===== src/rtl/nrmc_pkg.sv =====
// ----------------------------------------------------------------------------
// NMEA RMC field splitter package
// Shared constants, result codes and the result record type.
// ----------------------------------------------------------------------------
`timescale 1ns / 1ps

package nrmc_pkg;

  // Capacity of one field and length limit of one sentence.
  localparam logic [4:0] FIELD_CHARS_MAX  = 5'd16;
  localparam logic [6:0] SENTENCE_LEN_MAX = 7'd80;

  // Characters with a meaning to the parser.
  localparam logic [7:0] CH_DOLLAR = 8'h24;
  localparam logic [7:0] CH_COMMA  = 8'h2C;
  localparam logic [7:0] CH_M      = 8'h4D;
  localparam logic [7:0] CH_C      = 8'h43;
  localparam logic [7:0] CH_A      = 8'h41;
  localparam logic [7:0] CH_V      = 8'h56;

  // Header positions that must hold 'M' and 'C'.
  localparam logic [6:0] POS_M = 7'd4;
  localparam logic [6:0] POS_C = 7'd5;

  // Field numbers.
  localparam logic [2:0] HEADER_FIELD = 3'd0;
  localparam logic [2:0] FIRST_FIELD  = 3'd1;
  localparam logic [2:0] STATUS_FIELD = 3'd2;
  localparam logic [2:0] LAST_FIELD   = 3'd6;

  // Result word kinds.
  localparam logic [1:0] KIND_FIELD_CHAR = 2'd0;
  localparam logic [1:0] KIND_FIELD_END  = 2'd1;
  localparam logic [1:0] KIND_RECORD_END = 2'd2;
  localparam logic [1:0] KIND_MALFORMED  = 2'd3;

  // One result word as produced by the parser.
  typedef struct packed {
    logic       valid;
    logic [1:0] item_kind;
    logic [2:0] field_number;
    logic [4:0] char_index;
    logic [7:0] char_code;
    logic       fix_valid;
    logic       field_truncated;
  } nrmc_result_t;

endpackage


===== src/rtl/nmea_rmc_field_splitter_unit.sv =====
// A character's result word goes from the input register to the result register;
// only a character whose word meets a full output waits in the input register.
// Throughput: one character per cycle while no word meets a full output.
// The result register is the only point of back-pressure from the output side.
// Reset clears the sentence state, the fix flag and both valid flags.
// ----------------------------------------------------------------------------
// NMEA RMC field splitter
// Splits a stream of received characters into the RMC fields time to E/W,
// with field-end, record-complete and malformed-sentence words.
// ----------------------------------------------------------------------------
`timescale 1ns / 1ps

module nmea_rmc_field_splitter_unit (
  input  logic       clk,
  input  logic       rst,
  input  logic       rx_valid,
  output logic       rx_ready,
  input  logic [7:0] rx_char,
  output logic       item_valid,
  input  logic       item_ready,
  output logic [1:0] item_kind,
  output logic [2:0] field_number,
  output logic [4:0] char_index,
  output logic [7:0] char_code,
  output logic       fix_valid,
  output logic       field_truncated
);

  import nrmc_pkg::*;

  logic         hold_valid;
  logic [7:0]   hold_char;
  logic         advance;
  nrmc_result_t step_result;
  nrmc_result_t out_word;

  // Parser core with the sentence state.
  nrmc_parser u_parser (
    .clk     (clk),
    .rst     (rst),
    .step    (advance),
    .rx_char (hold_char),
    .result  (step_result)
  );

  // A held character moves on unless it makes a word and the output is full.
  assign advance  = hold_valid && (!step_result.valid || !item_valid || item_ready);
  assign rx_ready = !hold_valid || advance;

  // Input register.
  always_ff @(posedge clk) begin
    if (rst) begin
      hold_valid <= 1'b0;
    end else if (rx_ready) begin
      hold_valid <= rx_valid;
    end
  end

  always_ff @(posedge clk) begin
    if (rx_ready && rx_valid) begin
      hold_char <= rx_char;
    end
  end

  // Result register.
  always_ff @(posedge clk) begin
    if (rst) begin
      item_valid <= 1'b0;
    end else if (advance && step_result.valid) begin
      item_valid <= 1'b1;
    end else if (item_ready) begin
      item_valid <= 1'b0;
    end
  end

  always_ff @(posedge clk) begin
    if (advance && step_result.valid) begin
      out_word <= step_result;
    end
  end

  assign item_kind       = out_word.item_kind;
  assign field_number    = out_word.field_number;
  assign char_index      = out_word.char_index;
  assign char_code       = out_word.char_code;
  assign fix_valid       = out_word.fix_valid;
  assign field_truncated = out_word.field_truncated;

endmodule


===== src/rtl/nrmc_parser.sv =====
// ----------------------------------------------------------------------------
// NMEA RMC parser core
// Holds the sentence state and works out, for one character, the next state
// and the result word that the character causes, if any.
// ----------------------------------------------------------------------------
`timescale 1ns / 1ps

module nrmc_parser (
  input  logic                  clk,
  input  logic                  rst,
  input  logic                  step,
  input  logic [7:0]            rx_char,
  output nrmc_pkg::nrmc_result_t result
);

  import nrmc_pkg::*;

  logic [6:0] sentence_pos, sentence_pos_next;
  logic [2:0] comma_count, comma_count_next;
  logic [4:0] field_char_count, field_char_count_next;
  logic       in_sentence, in_sentence_next;
  logic [7:0] status_first_char, status_first_char_next;
  logic       fix_flag, fix_flag_next;
  logic       trunc;
  logic [4:0] field_len;

  // Truncation and reported length of the field closed by a comma.
  assign trunc     = (field_char_count > FIELD_CHARS_MAX);
  assign field_len = trunc ? FIELD_CHARS_MAX : field_char_count;

  // Next state and result word for the character at the input.
  always_comb begin
    sentence_pos_next      = sentence_pos;
    comma_count_next       = comma_count;
    field_char_count_next  = field_char_count;
    in_sentence_next       = in_sentence;
    status_first_char_next = status_first_char;
    fix_flag_next          = fix_flag;

    result                 = '0;

    if (rx_char == CH_DOLLAR) begin
      // A dollar always opens a new sentence; an open one is cut short.
      in_sentence_next       = 1'b1;
      sentence_pos_next      = 7'd1;
      comma_count_next       = HEADER_FIELD;
      field_char_count_next  = 5'd0;
      status_first_char_next = 8'd0;
      if (in_sentence) begin
        result.valid        = 1'b1;
        result.item_kind    = KIND_MALFORMED;
        result.field_number = comma_count;
      end
    end else if (in_sentence) begin
      if (sentence_pos >= SENTENCE_LEN_MAX) begin
        // Sentence ran past the length limit.
        in_sentence_next    = 1'b0;
        result.valid        = 1'b1;
        result.item_kind    = KIND_MALFORMED;
        result.field_number = comma_count;
      end else begin
        sentence_pos_next = sentence_pos + 7'd1;
        if ((sentence_pos == POS_M && rx_char != CH_M) ||
            (sentence_pos == POS_C && rx_char != CH_C)) begin
          // Not an RMC sentence: wait for the next dollar.
          in_sentence_next = 1'b0;
        end else if (rx_char == CH_COMMA) begin
          result.valid           = 1'b1;
          result.char_index      = field_len;
          result.field_truncated = trunc;
          if (comma_count >= LAST_FIELD) begin
            in_sentence_next    = 1'b0;
            result.item_kind    = KIND_RECORD_END;
            result.field_number = LAST_FIELD;
          end else begin
            if (comma_count == STATUS_FIELD) begin
              if (status_first_char == CH_A) begin
                fix_flag_next = 1'b1;
              end else if (status_first_char == CH_V) begin
                fix_flag_next = 1'b0;
              end
            end
            comma_count_next      = comma_count + 3'd1;
            field_char_count_next = 5'd0;
            result.item_kind      = KIND_FIELD_END;
            result.field_number   = comma_count;
          end
        end else begin
          // Ordinary field character.
          if (comma_count == STATUS_FIELD && field_char_count == 5'd0) begin
            status_first_char_next = rx_char;
          end
          if (field_char_count < FIELD_CHARS_MAX) begin
            field_char_count_next = field_char_count + 5'd1;
            if (comma_count >= FIRST_FIELD) begin
              result.valid        = 1'b1;
              result.item_kind    = KIND_FIELD_CHAR;
              result.field_number = comma_count;
              result.char_index   = field_char_count;
              result.char_code    = rx_char;
            end
          end else begin
            field_char_count_next = FIELD_CHARS_MAX + 5'd1;
          end
        end
      end
    end

    result.fix_valid = fix_flag_next;
  end

  // Sentence state, updated once for each character that passes.
  always_ff @(posedge clk) begin
    if (rst) begin
      sentence_pos      <= '0;
      comma_count       <= '0;
      field_char_count  <= '0;
      in_sentence       <= 1'b0;
      status_first_char <= '0;
      fix_flag          <= 1'b0;
    end else if (step) begin
      sentence_pos      <= sentence_pos_next;
      comma_count       <= comma_count_next;
      field_char_count  <= field_char_count_next;
      in_sentence       <= in_sentence_next;
      status_first_char <= status_first_char_next;
      fix_flag          <= fix_flag_next;
    end
  end

endmodule

===== config.mk =====
export PLATFORM = sky130hd
export DESIGN_NAME = nmea_rmc_field_splitter_unit
export DESIGN_NICKNAME = d
export VERILOG_FILES = /design/src/rtl/nrmc_pkg.sv /design/src/rtl/nmea_rmc_field_splitter_unit.sv /design/src/rtl/nrmc_parser.sv
export SDC_FILE = /design/constraint.sdc
export NUM_CORES = 1
export LEC_CHECK = 0
export ABC_AREA = 0
export BUFFER_PORTS_ARGS = -buffer_cell sky130_fd_sc_hd__buf_4
export CAP_MARGIN = 25
export CORE_MARGIN = 3
export CORE_UTILIZATION = 35
export DETAILED_ROUTE_END_ITERATION = 7
export GPL_TIMING_DRIVEN = 0
export PLACE_DENSITY_LB_ADDON = 0.15
export SYNTH_ARGS = -nofsm -noshare
export SYNTH_HDL_FRONTEND = slang
export SYNTH_SLANG_ARGS = --single-unit

===== constraint.sdc =====
create_clock -name clk -period 3.7 [get_ports clk]
set_input_delay 0.74 -clock clk [delete_from_list [all_inputs] [get_ports clk]]
set_output_delay 0.74 -clock clk [all_outputs]
set_load 0.01 [all_outputs]

# Word-level counts from Yosys, hierarchy flattened
# Index checks and enable logic that the tools add are counted.
# totals
reg_bits	55
inputBits	12
out_inout_bits	22
word_cells	117
# classes
addsub	3
n_lt_le_gt_ge	5
n_eq_ne	14
n_mux	51
bitwise_logic	4
reduce_logical	25
# op_table
cell	count
19-bit two-way mux	4
8-bit two-way mux	7
5-bit two-way mux	9
7-bit two-way mux	3
3-bit two-way mux	6
6-bit two-way mux	3
1-bit two-way mux	17
8-bit by 6-bit == test with 1-bit output, second input constant	2
8-bit by 7-bit == test with 1-bit output, second input constant	2
8-bit by 7-bit inequality test with 1-bit output, second input constant	2
7-bit by 3-bit == test with 1-bit output, second input constant	2
13-bit two-way mux	1
6-bit AND reduction	2
11-bit two-way mux	1
2-bit by 1-bit inequality test with 1-bit output, second input constant	4
2-bit nonzero test	4
7-bit by 1-bit adder with 7-bit output, second input constant	1
7-bit greater-or-equal comparator, second input constant	1
7-bit OR reduction	1
1-bit logical AND	6
5-bit by 1-bit adder with 5-bit output, second input constant	1
5-bit > comparator, second input constant	1
5-bit zero test	1
5-bit less-than comparator, second input constant	1
other kinds (12)	20

# Logic depth before layout (Yosys ltp)
# Gate-level depths: netlist of the first run.
# depth
word_depth	14
depth_mapped	9
mapped_depth_nobuf	8

# Modules after synthesis
# Synthesis of the first run repeated with hierarchy kept, for this count alone.
# unflattened
hier_cells	261
hier_area_um2	2707.6
# by_module_without_submodules
module	n_inst	cells_per_inst	area_each_um2	seq_area_each_um2
nrmc_parser	1	221	1762.9	500.5
nmea_rmc_field_splitter_unit	1	40	944.7	880.8

# Least setup slack after synthesis of the first run
# OpenSTA, ideal clock, no wires.
# synth_timing
path_kind	register to register
startpoint	register u_parser.sentence_pos[1]
endpoint	register out_word, in the netlist char_code[0] (enable)
setup_time_ns	0.378
t_arrival_ns	2.309
t_required_ns	3.322
setup_slack_ns	1.013
path_stages_with_launch	8
path_buffers	0
synth_period_minus_slack_ns	2.687
cell_sequence	dfxtp_1 > inv_1 > ha_1 > nor4bb_1 > o2111ai_2 > a22o_2 > a21boi_1 > and2_1
# synth_between
elab_chain_cells	12
elab_cells_between_ends	15
cone_classes	order compare: 1; eq/ne: 2; mux: 4; reduce/logical: 8
# synth_rtl
element	line_no	text
start: declaration	nrmc_parser.sv:18	logic [6:0] sentence_pos, sentence_pos_next;
start signal: assignment	nrmc_parser.sv:122	sentence_pos <= sentence_pos_next;
branches (longest 4 deep; another with 7-bit greater-or-equal comparator)	-	
6-bit two-way mux (*)	nrmc_parser.sv:55	if (sentence_pos >= SENTENCE_LEN_MAX) begin
19-bit two-way mux (*)	nrmc_parser.sv:54	end else if (in_sentence) begin
6-bit two-way mux (*)	nrmc_parser.sv:42	if (rx_char == CH_DOLLAR) begin
1-bit zero test	nmea_rmc_field_splitter_unit.sv:47	assign advance = hold_valid && (!step_result.valid || !item_valid || item_ready);
1-bit logical OR (2 in series)	nmea_rmc_field_splitter_unit.sv:47	
1-bit logical AND	nmea_rmc_field_splitter_unit.sv:47	
1-bit logical AND (*)	nmea_rmc_field_splitter_unit.sv:77	if (advance && step_result.valid) begin
end signal: assignment	nmea_rmc_field_splitter_unit.sv:78	out_word <= step_result;
end: declaration	nmea_rmc_field_splitter_unit.sv:35	nrmc_result_t out_word;
# Every way passes the cells marked *.
# A chain may end at the register's enable or synchronous reset.

# Worst setup path in the final report of the first run
# layout_timing
startpoint	register u_parser.sentence_pos[0]
endpoint	output port rx_ready
# layout_between
elab_chain_cells	12
elab_cells_between_ends	15
cone_classes	order compare: 1; eq/ne: 2; mux: 4; reduce/logical: 8
# layout_rtl
element	line_no	text
branches (longest 4 deep; another with 7-bit greater-or-equal comparator)	-	
6-bit two-way mux (*)	nrmc_parser.sv:55	
19-bit two-way mux (*)	nrmc_parser.sv:54	
6-bit two-way mux (*)	nrmc_parser.sv:42	
1-bit zero test (*)	nmea_rmc_field_splitter_unit.sv:47	
1-bit logical OR (*) (2 in series)	nmea_rmc_field_splitter_unit.sv:47	
1-bit logical AND (*)	nmea_rmc_field_splitter_unit.sv:47	
1-bit logical OR (*)	nmea_rmc_field_splitter_unit.sv:48	assign rx_ready = !hold_valid || advance;
end: declaration	nmea_rmc_field_splitter_unit.sv:17	output logic rx_ready,
# Marked as above.

==> summary.txt, run 1 <==
Outcome
  – Status: finished, final reports clean

Power and ir drop
  – Combinational Power Share: under 10%
  – VDD IR max: 128 µV
  – NetSw: 245 µW
  – Reg power frac: 63.1%
  – LEAKAGE: ~0.0011 µW
  – Switching Fraction: a little under a quarter
  – Clk pwr share: between 30 and 40%
  – Int Pwr: 800 µW
  – Tot Pwr: about 1000 µW
  – Pwr Density: 323 nW/µm²

Routing
  – Residual DRC: 0
  – Detailed Route WL: 6200 µm
  – Routed WL per cell: 15.3 µm
  – Initial detailed-routing violation count: 136
  – Total number of vias: 2145
  – DRT Pass-1 Iters: 4
  – Remaining antenna violation count: 0
  – DR vias/cell: 5.28

Setup path
  – CP cell instances: inv_1 -> ha_1 -> nor4b_2 -> o2111ai_2 -> a22o_2 -> a21boi_2 -> nand3_1 -> buf_4
  – CP startpoint kind: flip-flop
  – Max stage delay on crit path: 420 ps
  – Crit-path slowest cell: dfxtp_1
  – Max FO, Critical Path: 5
  – Crit path required time: slightly below 3000 ps
  – Setup CP Type: flip-flop to output port
  – CP endpoint kind: output port
  – FF-to-FF Start: hold_char[1]
  – Delay-heaviest family, CP: compound AO/OA/AOI/OAI gates
  – Crit path arrival time: between 2000 and 3000 ps
  – Buf/Inv on CP: 2
  – CP startpoint: u_parser.sentence_pos[0]

Global route
  – Grt total ovfl: 0
  – First-pass GRT wire length: 10100 µm
  – Largest net degree at the start of global routing: 21
  – Overall Global Routing Usage: about 15%
  – Initial antenna violation count: 0
  – Number of global-route vias before repair: 1925

Cells and area
  – Proportion of layout cells with a drive suffix above 1: between 20% and 30%
  – Layout area overhead: 16.9%
  – Non-filler cells, final: 406
  – ANT cells: 0
  – Nets: 326

Place
  – Port buffer count: 33
  – Final Wtd Congestion: 0.864
  – Cells after DPL: 398
  – Placement Setup Slack: 396 ps
  – Post-DP HPWL: 4560 µm

Clock tree
  – Clk root buf: clkbuf_8
  – Post-CTS Hold Buffers: 0
  – Num CTS Buffers: 5
  – Htree depth: 2
  – Deepest clock path buffer count: 2
  – CTS tree: built
  – Clk sinks: 55
  – Clock-pin slew on the worst setup and hold paths: 110 ps
  – Clock latency at the later pin of the worst-skew pair: approximately 320 ps

STA
  – Fin. max-slew vios: 0
  – Max-Slew Margin vs Limit: a little under two fifths
  – Setup TNS: 0 ps
  – Final hold violation count: 0
  – RSZ-0062 raised after global routing: false
  – Final setup viols: 0
  – Final cycle utilization of the critical path: between 80% and 90%
  – Worst Setup Slack, final: 381 ps
  – Minimum clock period after layout: 3320 ps
  – Slew @ Worst Pin: 940 ps
  – Setup Skew: 14.4 ps
  – Fmax: 301 MHz

Synthesis
  – Synth cell types: 52
  – Ys flop type: edfxtp_1
  – Netlist Area Pre-Place: roughly 2800 µm²
  – Syn_nets: 286
  – Top cells by count, synth: edfxtp_1, dfxtp_1, nor2_1
  – Most area-consuming cells after synthesis: edfxtp_1, dfxtp_1, and2_1
  – EDFF count, synth: 28
  – Mapped Cells: 266
  – Sequential-to-total area share from yosys stat: 50.0%
  – Seq cells post-synth: 55
  – Synth warn: 0
  – Mean Syn Cell Area: 10.4 µm²
  – Most common cell in the synthesized netlist: edfxtp_1
  – Post-synth ARST share: 0%
  – Yosys top cell area share: 30.4%
  – Most area-hungry cell type in the Yosys netlist: edfxtp_1

Job
  – Maxcap violations: 0

Floorplanning
  – Die ar.: 8990 µm²
  – Core Area: 7450 µm²
  – Starting density of the core: a little under two fifths
  – Die Ht: 94.8 µm
  – Boundary Pins: 34
  – Die W: 94.8 µm
  – Row Count: 31

Min path
  – Hold WC Path Type: flip-flop to flip-flop
  – HP Start: u_parser.status_first_char[6]
## worst reg2reg max path, cell delays in order (launching register included)
cell	delay [ps]
edfxtp_1	530
nor4b_2	230
o2111ai_2	370
a221oi_4	170
nor2_1	560
buf_6	240
and2_1	760
## flip-flops by register name, indices dropped and copies added, names as in the netlist, 2 cells and up
signal / flops
u_parser.status_first_char: 8
hold_char: 8
field_number: 3
char_code: 8
u_parser.sentence_pos: 7
u_parser.comma_count: 3
item_kind: 2
u_parser.field_char_count: 5
char_index: 5
## final cells by class
cell class | instances | area [µm²]
Timing Repair Buffer | 33 | 248
Inverter | 9 | 33.8
Fill cell | 733 | 4220
Sequential cell | 55 | 1380
Clock inverter | 3 | 23.8
Buffer | 9 | 56.3
Multi-Input combinational cell | 193 | 1290
Tap cell | 99 | 124
Clock buffer | 5 | 68.8
## power groups by stage
| stage | Clock (µW) | Sequential, µW | Combinational (µW) |
|---|---|---|---|
| floorplan | 0 | 667 | 22.5 |
| global placement | 0 | 673 | 39.3 |
| detailed placement | 0 | 673 | 39.5 |
| CTS | 360 | 659 | 39.6 |
| global route | 374 | 661 | 43.1 |
| finish | 346 | 659 | 39.5 |
## layer usage
| metal | vias up | track usage, % | wire length, µm |
|---|---|---|---|
| li1 | 1070 | - | - |
| met1 | 1008 | 21.6 | 3010 |
| met2 | 59 | 21.8 | 2790 |
| met3 | 8 | 2.55 | 340 |
| met4 | 0 | 4.09 | 61 |
| met5 | - | 0 | 0 |
## worst paths after layout
kind | end | slack [ps] | depth (start not counted)
setup / recovery | rx_ready | 380 | 8
hold / removal | u_parser.status_first_char[6] | 490 | 2
setup reg to reg | field_number[0] | 470 | 6
hold reg to reg | u_parser.status_first_char[6] | 490 | 2
## cell families (layout without fill, tap and decap cells)
| group | Yosys count | count (layout) | synth area share [%] |
|---|---|---|---|
| simple gates | 114 | 114 | 24.6 |
| compound gates | 67 | 67 | 16.9 |
| fa+ha+maj | 8 | 8 | 3.62 |
| mux | 1 | 1 | 0.544 |
| xor+xnor | 3 | 3 | 0.952 |
| flops | 55 | 55 | 50.0 |
| buf+inv | 18 | 59 | 3.26 |
## stage by stage
step / instance area [µm²] / utilization, % / hold slack, ps
CTS: 3230 / 43.3 / 484
detailed placement: 3130 / 42.1 / 466
floorplan: 2760 / - / 449
finish: 3230 / 43.4 / 488
global placement: 3130 / 42.1 / 464
global route: 3230 / 43.4 / 514
## layout by cell type (no fill, tap or decap), types with 3 or more instances in the layout
master / count
xnor2_1: 3
and3_1: 3
nor3_1: 7
buf_6: 3
nand4_1: 6
clkbuf_1: 6
nor2b_1: 3
nand2_1: 9
buf_4: 33
or4_1: 3
ha_1: 8
a21oi_1: 22
or3_1: 3
o21ai_0: 16
o21ai_1: 3
nand3_1: 12
and2_1: 18
a31oi_1: 4
nor3b_1: 3
inv_1: 9
edfxtp_1: 28
nand4b_1: 4
clkbuf_8: 5
dfxtp_1: 27
o31ai_1: 5
nor2_1: 27
## timing repair
| item | CTS | global route |
|---|---|---|
| setup buffers | 0 | 0 |
| endpoints found under the hold margin | 0 | 0 |
| endpoints found under the setup margin | 0 | 1 |
| resized for setup | 0 | 1 |
Note: power is estimated with default switching activity, not from simulation.
==> run 2, diff against run 1 <==
--- a/config.mk
+++ b/config.mk
@@ -9,10 +9,11 @@
 export BUFFER_PORTS_ARGS = -buffer_cell sky130_fd_sc_hd__buf_4
 export CAP_MARGIN = 25
 export CORE_MARGIN = 3
-export CORE_UTILIZATION = 35
+export CORE_UTILIZATION = 45
 export DETAILED_ROUTE_END_ITERATION = 7
 export GPL_TIMING_DRIVEN = 0
 export PLACE_DENSITY_LB_ADDON = 0.15
+export RECOVER_POWER = 25
 export SYNTH_ARGS = -nofsm -noshare
 export SYNTH_HDL_FRONTEND = slang
 export SYNTH_SLANG_ARGS = --single-unit
==> run 2 against run 1 <==
Cell count is 6.7% lower. Die area is 21% lower. Fmax is 3.0% lower. Critical path depth stayed put. Total power is 2.6% higher. Largest cell class unchanged. Count of clock-buffer cells in the layout is 1 higher. Core utilization is 12 points higher.
==> summary.txt, run 2 (synthesized netlist as in run 1, its figures left out) <==
Clock tree
  – Htree depth: 2 (unchanged)
  – Clock latency at the later pin of the worst-skew pair: 310 ps (was 320 ps)
  – Clk sinks: 55 (unchanged)
  – Post-CTS Hold Buffers: 0 (unchanged)
  – CTS tree: built (unchanged)
  – Clk root buf: clkbuf_8 (unchanged)
  – Post-CTS setup buffer count: 0 (unchanged)
  – Post-CTS Resized: 0 (unchanged)
  – Deepest clock path buffer count: 2 (unchanged)
  – Clock-pin slew on the worst setup and hold paths: 110 ps (about the same)
  – Num CTS Buffers: 5 (unchanged)

STA
  – RSZ-0062 raised after global routing: false (unchanged)
  – Slew @ Worst Pin: 948 ps (was 940 ps)
  – Max-Slew Margin vs Limit: 36.8% (was 37.3%)
  – Setup TNS: 0 ps (unchanged)
  – Minimum clock period after layout: 3420 ps (was 3320 ps)
  – Final cycle utilization of the critical path: 92.5% (was 89.7%)
  – Fin. max-slew vios: 0 (unchanged)
  – Worst Setup Slack, final: 278 ps (was 381 ps)
  – Setup Skew: 14.5 ps (was 14.4 ps)
  – Hold Slack: 485 ps (was 488 ps)
  – Final setup viols: 0 (unchanged)
  – Final hold violation count: 0 (unchanged)
  – Fmax: 292 MHz (was 301 MHz)

Routing
  – Remaining antenna violation count: 0 (unchanged)
  – Total number of vias: 2156 (was 2145)
  – DRT Pass-1 Iters: 4 (unchanged)
  – Detailed Route WL: 6090 µm (was 6200 µm)
  – Residual DRC: 0 (unchanged)
  – Routed WL per cell: 16.1 µm (was 15.3 µm)
  – DR vias/cell: 5.69 (was 5.28)
  – Initial detailed-routing violation count: 145 (was 136)

Place
  – Placement Setup Slack: 480 ps (was 396 ps)
  – Cells after DPL: 371 (was 398)
  – Final Wtd Congestion: 0.821 (was 0.864)
  – Port buffer count: 33 (unchanged)
  – Post-DP HPWL: 4430 µm (was 4560 µm)
  – DP Area: 3100 µm² (was 3130 µm²)

Setup path
  – Max stage delay on crit path: 430 ps (was 420 ps)
  – Reg2Reg Setup Slack: 450 ps (was 470 ps)
  – Crit path arrival time: 2680 ps (was 2580 ps)
  – Crit path required time: 2960 ps (about the same)
  – Max FO, Critical Path: 5 (unchanged)
  – CP endpoint kind: output port (unchanged)
  – CP startpoint kind: flip-flop (unchanged)
  – Setup CP Type: flip-flop to output port (unchanged)
  – CP cell instances: inv_1 -> ha_1 -> nor4bb_1 -> o2111ai_2 -> a22o_2 -> a21boi_1 -> nand3_1 -> buf_4 (was inv_1 -> ha_1 -> nor4b_2 -> o2111ai_2 -> a22o_2 -> a21boi_2 -> nand3_1 -> buf_4)
  – Crit-path slowest cell: nor4bb_1 (was dfxtp_1)

Floorplanning
  – Starting density of the core: 48.4% (was 37.1%)
  – Core Area: 5710 µm² (was 7450 µm²)
  – Boundary Pins: 34 (unchanged)
  – Die Ht: 84.3 µm (was 94.8 µm)
  – Die ar.: 7110 µm² (was 8990 µm²)
  – Die W: 84.3 µm (was 94.8 µm)
  – Row Count: 27 (was 31)

Power and ir drop
  – Int Pwr: 839 µW (was 800 µW)
  – Switching Fraction: 21.7% (was 23.5%)
  – LEAKAGE: 0.00104 µW (was 0.00110 µW)
  – VDD IR max: 235 µV (was 128 µV)
  – Pwr Density: 341 nW/µm² (was 323 nW/µm²)
  – NetSw: 233 µW (was 245 µW)
  – Reg power frac: 61.5% (was 63.1%)
  – Combinational Power Share: 3.6% (was 3.8%)
  – Clk pwr share: 34.9% (was 33.1%)

Global route
  – Overall Global Routing Usage: 17.4% (was 14.6%)
  – Largest net degree at the start of global routing: 21 (unchanged)
  – Initial antenna violation count: 0 (unchanged)
  – Number of global-route vias before repair: 2087 (was 1925)
  – First-pass GRT wire length: 10100 µm (about the same)
  – Grt total ovfl: 0 (unchanged)

Cells and area
  – Post-Layout Inst Area: 3140 µm² (was 3230 µm²)
  – Filler instances: 507 (was 733)
  – Layout area overhead: 13.8% (was 16.9%)
  – Commonest non-fill, non-tap cell in the layout: edfxtp_1 (was buf_4)
  – Most frequent cells in the layout: edfxtp_1, nor2_1, dfxtp_1 (was buf_4, edfxtp_1, nor2_1, dfxtp_1, a21oi_1)
  – Nets: 326 (unchanged)
  – Non-filler cells, final: 379 (was 406)
  – Proportion of layout cells with a drive suffix above 1: 14.3% (was 20.5%)
  – ANT cells: 0 (unchanged)

Outcome
  – Status: finished, final reports clean (unchanged)

Min path
  – Hold WC Path Type: flip-flop to flip-flop (unchanged)

Job
  – Maxcap violations: 0 (unchanged)
-- run 2: power by group through the flow --
stage	combinational (µW)	sequential (µW)	clock (µW)
6_report	39.0	659	374
5_1_grt	43.0	661	408
4_1_cts	39.4	659	384
3_5_place_dp	39.2	673	0
3_3_place_gp	38.9	673	0
2_1_floorplan	22.5	667	0
-- run 2: routing by layer --
layer / wire length, µm / GRT usage (%) / vias to the layer above
li1: - / - / 1070
met1: 2790 / 23.3 / 1023
met2: 2880 / 28.3 / 54
met3: 327 / 4.61 / 9
met4: 91 / 4.32 / 0
met5: 0 / 0 / -
-- run 2: through the flow --
step / total power, µW / utilization [%]
global placement: 712 / 54.3
global route: 1110 / 55.0
detailed placement: 712 / 54.3
CTS: 1080 / 56.2
floorplan: 690 / -
finish: 1070 / 55.0
-- run 2: final cells by class --
cell class / instances / area [µm²] / area share (%)
plain buffers: 9 / 56.3 / 1.79
clock inverters: 2 / 16.3 / 0.518
well taps: 72 / 90.1 / 2.87
flip-flops and latches: 55 / 1380 / 44.0
repair buffers: 33 / 180 / 5.73
multi-input cells: 193 / 1290 / 41.1
clock buffers: 6 / 93.8 / 2.99
inverters: 9 / 33.8 / 1.08
-- run 2: final timing paths --
kind / start / end / cells after the start
worst max-delay path: u_parser.sentence_pos[1] / rx_ready / 8
worst max register to register: hold_char[1] / field_number[0] / 6
worst min register to register: u_parser.status_first_char[5] / u_parser.status_first_char[5] / 2
worst min-delay path: u_parser.status_first_char[5] / u_parser.status_first_char[5] / 2
-- run 2: worst max-delay path, delay by kind of cell (launching register included) --
family,cells,cell delay [ps]
AO/OA/AOI/OAI,3,950
adder cells (fa/ha/maj),1,190
buffers and inverters,2,260
flip-flops,1,360
AND/OR/NAND/NOR,2,610
